===== src/hdl/olir_pkg.sv =====
package olir_pkg;

	localparam int OLIR_CAPACITY   = 64;
	localparam int OLIR_DATA_WIDTH = 32;

	// Fixed widths of the request and result fields.
	localparam int VALUE_W  = 32;
	localparam int POS_W    = 7;
	localparam int STATUS_W = 2;
	localparam int LEN_W    = 7;

	typedef enum logic {
		REQ_INSERT = 1'b0,
		REQ_REMOVE = 1'b1
	} req_t;

	typedef enum logic [STATUS_W-1:0] {
		ST_INSERTED = 2'd0,
		ST_REMOVED  = 2'd1,
		ST_MISS     = 2'd2,
		ST_FULL     = 2'd3
	} status_t;

	typedef enum logic {
		PH_IDLE = 1'b0,
		PH_EXEC = 1'b1
	} phase_t;

	// Broadcast to every cell of the chain.
	typedef struct packed {
		logic sample;   // take a match snapshot against the probe value
		logic insert;   // committed insert at the given position
		logic remove;   // committed remove at the first match
	} cell_ctrl_t;

endpackage


===== src/hdl/olir_cell.sv =====
module olir_cell
	import olir_pkg::*;
#(
	parameter int DATA_WIDTH = OLIR_DATA_WIDTH,
	parameter int CMPW       = POS_W,
	parameter int INDEX      = 0
) (
	input  logic                  clk,
	input  logic                  arst_n,
	input  cell_ctrl_t            ctrl,
	input  logic [DATA_WIDTH-1:0] probe,
	input  logic [DATA_WIDTH-1:0] load_word,
	input  logic [CMPW-1:0]       pos,
	input  logic [CMPW-1:0]       count,
	input  logic                  remove_here,
	input  logic [DATA_WIDTH-1:0] left_data,
	input  logic [DATA_WIDTH-1:0] right_data,
	output logic [DATA_WIDTH-1:0] data,
	output logic                  match
);

	localparam logic [CMPW-1:0] IDX = CMPW'(INDEX);

	logic [DATA_WIDTH-1:0] data_q;
	logic                  match_q;

	// The entry holds data only while its index is below the count.
	always_ff @(posedge clk or negedge arst_n) begin
		if (!arst_n) begin
			match_q <= 1'b0;
		end else if (ctrl.sample) begin
			match_q <= (IDX < count) && (data_q == probe);
		end
	end

	always_ff @(posedge clk) begin
		if (ctrl.insert) begin
			if (IDX == pos) begin
				data_q <= load_word;
			end else if (IDX > pos) begin
				data_q <= left_data;
			end
		end else if (ctrl.remove && remove_here) begin
			data_q <= right_data;
		end
	end

	assign data  = data_q;
	assign match = match_q;

endmodule


===== config.mk =====
export PLATFORM = sky130hd
export DESIGN_NAME = olir_cell
export DESIGN_NICKNAME = d
export VERILOG_FILES = /design/src/hdl/olir_pkg.sv /design/src/hdl/olir_cell.sv
export SDC_FILE = /design/constraint.sdc
export NUM_CORES = 1
export LEC_CHECK = 0
export BUFFER_PORTS_ARGS = -buffer_cell sky130_fd_sc_hd__buf_2
export CORE_UTILIZATION = 40
export CTS_CLUSTER_DIAMETER = 150
export DETAILED_ROUTE_END_ITERATION = 12
export HOLD_SLACK_MARGIN = 0.1
export PLACE_DENSITY_LB_ADDON = 0.15
export SYNTH_ARGS = -nofsm -noshare
export SYNTH_HDL_FRONTEND = slang
export SYNTH_SLANG_ARGS = --single-unit
export TNS_END_PERCENT = 5

===== constraint.sdc =====
create_clock -name clk -period 3.35 [get_ports clk]
set_clock_uncertainty 0.05 [all_clocks]
set_input_delay 0.67 -clock clk [delete_from_list [all_inputs] [get_ports clk]]
set_output_delay 0.67 -clock clk [all_outputs]
set_load 0.005 [all_outputs]

### After elaboration in Yosys (flattened, before gate mapping)

Index checks and enable logic that the tools add are counted.

* output and inout port bits: 33
* register bits after elaboration: 33

* $lt $le $gt $ge: 2
* equal/unequal tests: 2
* reductions and logical operators: 5
* multiplexer cells: 4

Operator list (number)
* 2-to-1 mux 32 bit: 4
* equality test 32 bit: 1
* > comparator 1 x 7 -> 1 bit, first input constant: 1
* logical NOT 7 bit: 1
* < comparator 1 x 7 -> 1 bit, first input constant: 1
* != test 3 x 1 -> 1 bit, second input constant: 1
* logical AND 1 bit: 2
* AND reduction 2 bit: 1
* nonzero test 2 bit: 1

### Depth between registers and ports, before layout

* depth after elaboration: 4
* mapped depth: 5

### Least setup slack after synthesis

Ideal clock, no wire load.

* path kind: input port to flip-flop
* from: input ctrl[1] (netlist bit)
* to: register data_q[0] (netlist: data[0]) (enable)
* arrival time: 3.340 ns
* slack: -0.506 ns
* buffers on the path: 2
* stages: 3
* cells stage by stage: buf_2 > buf_1 > o21ai_0

* longest elaborated chain between the ends: 2

Ends and longest elaborated chain
* from (decl): RTL line olir_cell.sv:10 `input cell_ctrl_t ctrl,`
* != test 3 x 1 -> 1 bit (no source line) / nonzero test 2 bit (equally long branches)
* AND reduction 2 bit (no source line) *
* to (signal assigned): RTL line olir_cell.sv:39 `data_q <= load_word;`
* to (signal assigned): RTL line olir_cell.sv:41 `data_q <= left_data;`
* to (signal assigned): RTL line olir_cell.sv:44 `data_q <= right_data;`
* to (decl): RTL line olir_cell.sv:24 `logic [DATA_WIDTH-1:0] data_q;`

Mark *: on every way between the ends. The rest lies on a longest branch, timed or not.
A chain may end at the register's enable or synchronous reset.

### Final worst setup path

* from: input pos[4]
* to: register data_q[13] (netlist: data[13]), data pin

* longest elaborated chain between the ends: 3

Ends and longest elaborated chain
* from (decl): RTL line olir_cell.sv:13 `input logic [CMPW-1:0] pos,`
* logical NOT 7 bit: RTL line olir_cell.sv:38 `if (IDX == pos) begin`
* 2-to-1 mux 32 bit: RTL line olir_cell.sv:38
* 2-to-1 mux 32 bit: RTL line olir_cell.sv:37 `if (ctrl.insert) begin`

No other way between the ends.

==> summary.txt <==
Status
  • Outcome: finished, final reports clean

Global route
  • Total track usage: 0.213
  • First-pass GRT wire length: 8.56 mm
  • Vias in the first global route: 1990
  • Number of antenna violations at the first check in global routing: 0
  • Remaining Overflow, GRT: 0
  • Pin count of the biggest net entering global routing: 37

Timing
  • Setup tns final: 0 ns
  • Fin. Hold Viols: 0
  • Fmax: 0.441 GHz
  • RSZ-0062 raised after global routing: false
  • Tcrit/Tclk final: 0.677
  • Setup Viol. Count Final: 0
  • Rel. slew slack: 0.306
  • Max Slew Vio Count: 0
  • Final Critical Period: 2.27 ns
  • Worst-margin pin slew: 1.04 ns

Final layout
  • ANT cells: 0
  • Commonest non-fill, non-tap cells in the layout: 180 x buf_2, 32 x mux2i_1, 32 x nor2_1, 32 x a21oi_1, 32 x edfxtp_1
  • Most common cell after layout, fill and taps aside: buf_2
  • Area grow syn2layout: 50.7%
  • Fillers: around 400
  • Final net count: 521
  • Share of cells above drive strength 1: 0.511

Setup path
  • Critical Path Max Stage Delay: 0.63 ns
  • Critical Path RT: 3.32 ns
  • Worst Setup Start Kind: primary input
  • Cell Chain, Critical Path: buf_2 > nor4_4 > nand2_2 > mux2i_1 > a21oi_1
  • Setup Crit Path Kind: in2reg
  • Max FO, Critical Path: 32
  • Crit-path slowest cell: nand2_2
  • Crit path DAT: 2.24 ns
  • Worst R2R Setup Slack: 1.83 ns
  • CP Capture Type: flip-flop

Clocking
  • Post-CTS Setup Bufs: 0
  • Htree depth: 2
  • Max clock buf depth: 2
  • Post-CTS sizing: 0
  • TritonCTS clock tree: yes
  • Clock Pin Slew Worst Setup and Hold Paths: 0.07 ns
  • Worst-skew pair later-pin latency: roughly 0.28 ns
  • Clk sinks: 33
  • Total CTS buffers: 5
  • CTS Root Cell: clkbuf_8

Yosys
  • Post-Syn Instances: 193
  • Cell Area, Synth: 2070 sq um
  • Distinct cells, synth: 21
  • Seq cells post-synth: 33
  • Sequential share of the synthesized area: 0.476
  • Number of synthesis warnings: 0
  • Average footprint of a synthesized cell: between 10 and 15 sq um
  • Mapped Nets: between 300 and 400

Die
  • Die span in y: 73.9 um
  • Die Wd: 73.9 um
  • # rows: 25
  • Core footprint: between 4000 and 5000 sq um
  • Initial cell density of the core: 0.427
  • Die area: around 5500 sq um
  • # IOs: 181

Routing
  • Wl on met1: 2.27 mm
  • # DRC: 0
  • DRT antenna net count: 0
  • Met2 routed WL: 3.10 mm
  • Uppermost layer routed: met4
  • Vias: 2121
  • DR pass1 iterations: 4
  • Via/cell ratio: approximately 4.8
  • Metal3 WL: 453 um
  • Post-DR wirelength/cell: 13.5 um
  • First-iteration detailed-routing DRC count: 52
  • Final Routed Wirelength: 5.93 mm

Placed design
  • DP HPWL: 4.79 mm
  • IO buf count: 180
  • GPL Wtd Cong: 0.720

Pwr
  • Lkg Pwr: 1.68 nW
  • Final Power: about 1.0 mW
  • PwrDens: 323 nW/um^2
  • Worst vdd ir: 0.000204 V

Flow run
  • Max-cap violations: 0

Hold path
  • Hold Path Class: reg2reg
-- logic make-up (layout without fill, tap and decap cells) --
kind of cell | Yosys count | after routing | share of synthesized area
mux | 32 | 32 | 0.155
simple gates | 52 | 52 | 0.120
compound gates | 34 | 34 | 0.0834
buf+inv | 10 | 191 | 0.0296
flops | 33 | 33 | 0.476
xor+xnor | 32 | 32 | 0.135
-- power breakdown --
part	internal, mW	switching, mW
sequential	0.481	0.0146
clock	0.167	0.139
combinational	0.116	0.0914
total	0.764	0.245
-- layout make-up --
cell class | count | area, sq um | share of cell area
multi-input combinational | 150 | 1030 | 0.331
tap | 67 | 83.8 | 0.0269
timing repair buffer | 183 | 926 | 0.297
sequential | 33 | 986 | 0.316
clock buffer | 8 | 90.1 | 0.0289
-- registers in the layout, indices dropped and copies added, names as in the netlist --
signal and count:
data 32, match 1
-- metal layers --
layer  up-vias  GRT usage
met4         0     0.0897
met1       937      0.229
li1       1064          -
met5         -          0
met2       111      0.395
met3         9     0.0528
-- synth_stat cells, drive strengths merged --
library cell	n	area share
nand2b	1	0.0030
dfrtp	1	0.012
clkbuf	5	0.0091
nor2	32	0.058
buf	5	0.021
xnor2	1	0.0042
edfxtp	32	0.46
nand2	3	0.0067
a21oi	32	0.077
o21ai	1	0.0024
xor2	31	0.13
mux2i	32	0.15
nor3	3	0.0073
nand3	2	0.0048
o31ai	1	0.0036
nand4	2	0.0060
nor4	9	0.034
-- critical path, delay by kind of cell --
family / cells / cell delay (ns)
compound gates: 1 / 0.11
buf+inv: 1 / 0.11
mux: 1 / 0.41
simple gates: 2 / 0.93
-- final timing paths --
check                          from       end  cells after the start
max in group asynchronous    arst_n     match                      2
setup reg to reg           data[22]     match                      4
min in group asynchronous    arst_n     match                      2
hold / removal                match     match                      2
setup / recovery             pos[4]  data[13]                      5
hold reg to reg               match     match                      2
-- per-stage QoR --
step	instances	utilization	hold slack (ns)	worst slack, ns	cell area, sq um
after detailed placement	432	0.623	0.407	0.775	3020
after CTS	440	0.641	0.105	1.08	3110
after floorplan	193	-	0.324	0.363	2070
final	441	0.643	0.441	1.08	3120
after global routing	441	0.643	0.515	0.953	3120
after global placement	432	0.623	0.408	0.846	3020
-- repair_timing --
| action | CTS | global route |
|---|---|---|
| hold endpoints to repair | 0 | 1 |
| setup endpoints to repair | 0 | 0 |
| hold buffers | 0 | 1 |
Note: power is estimated with default switching activity, not from simulation.
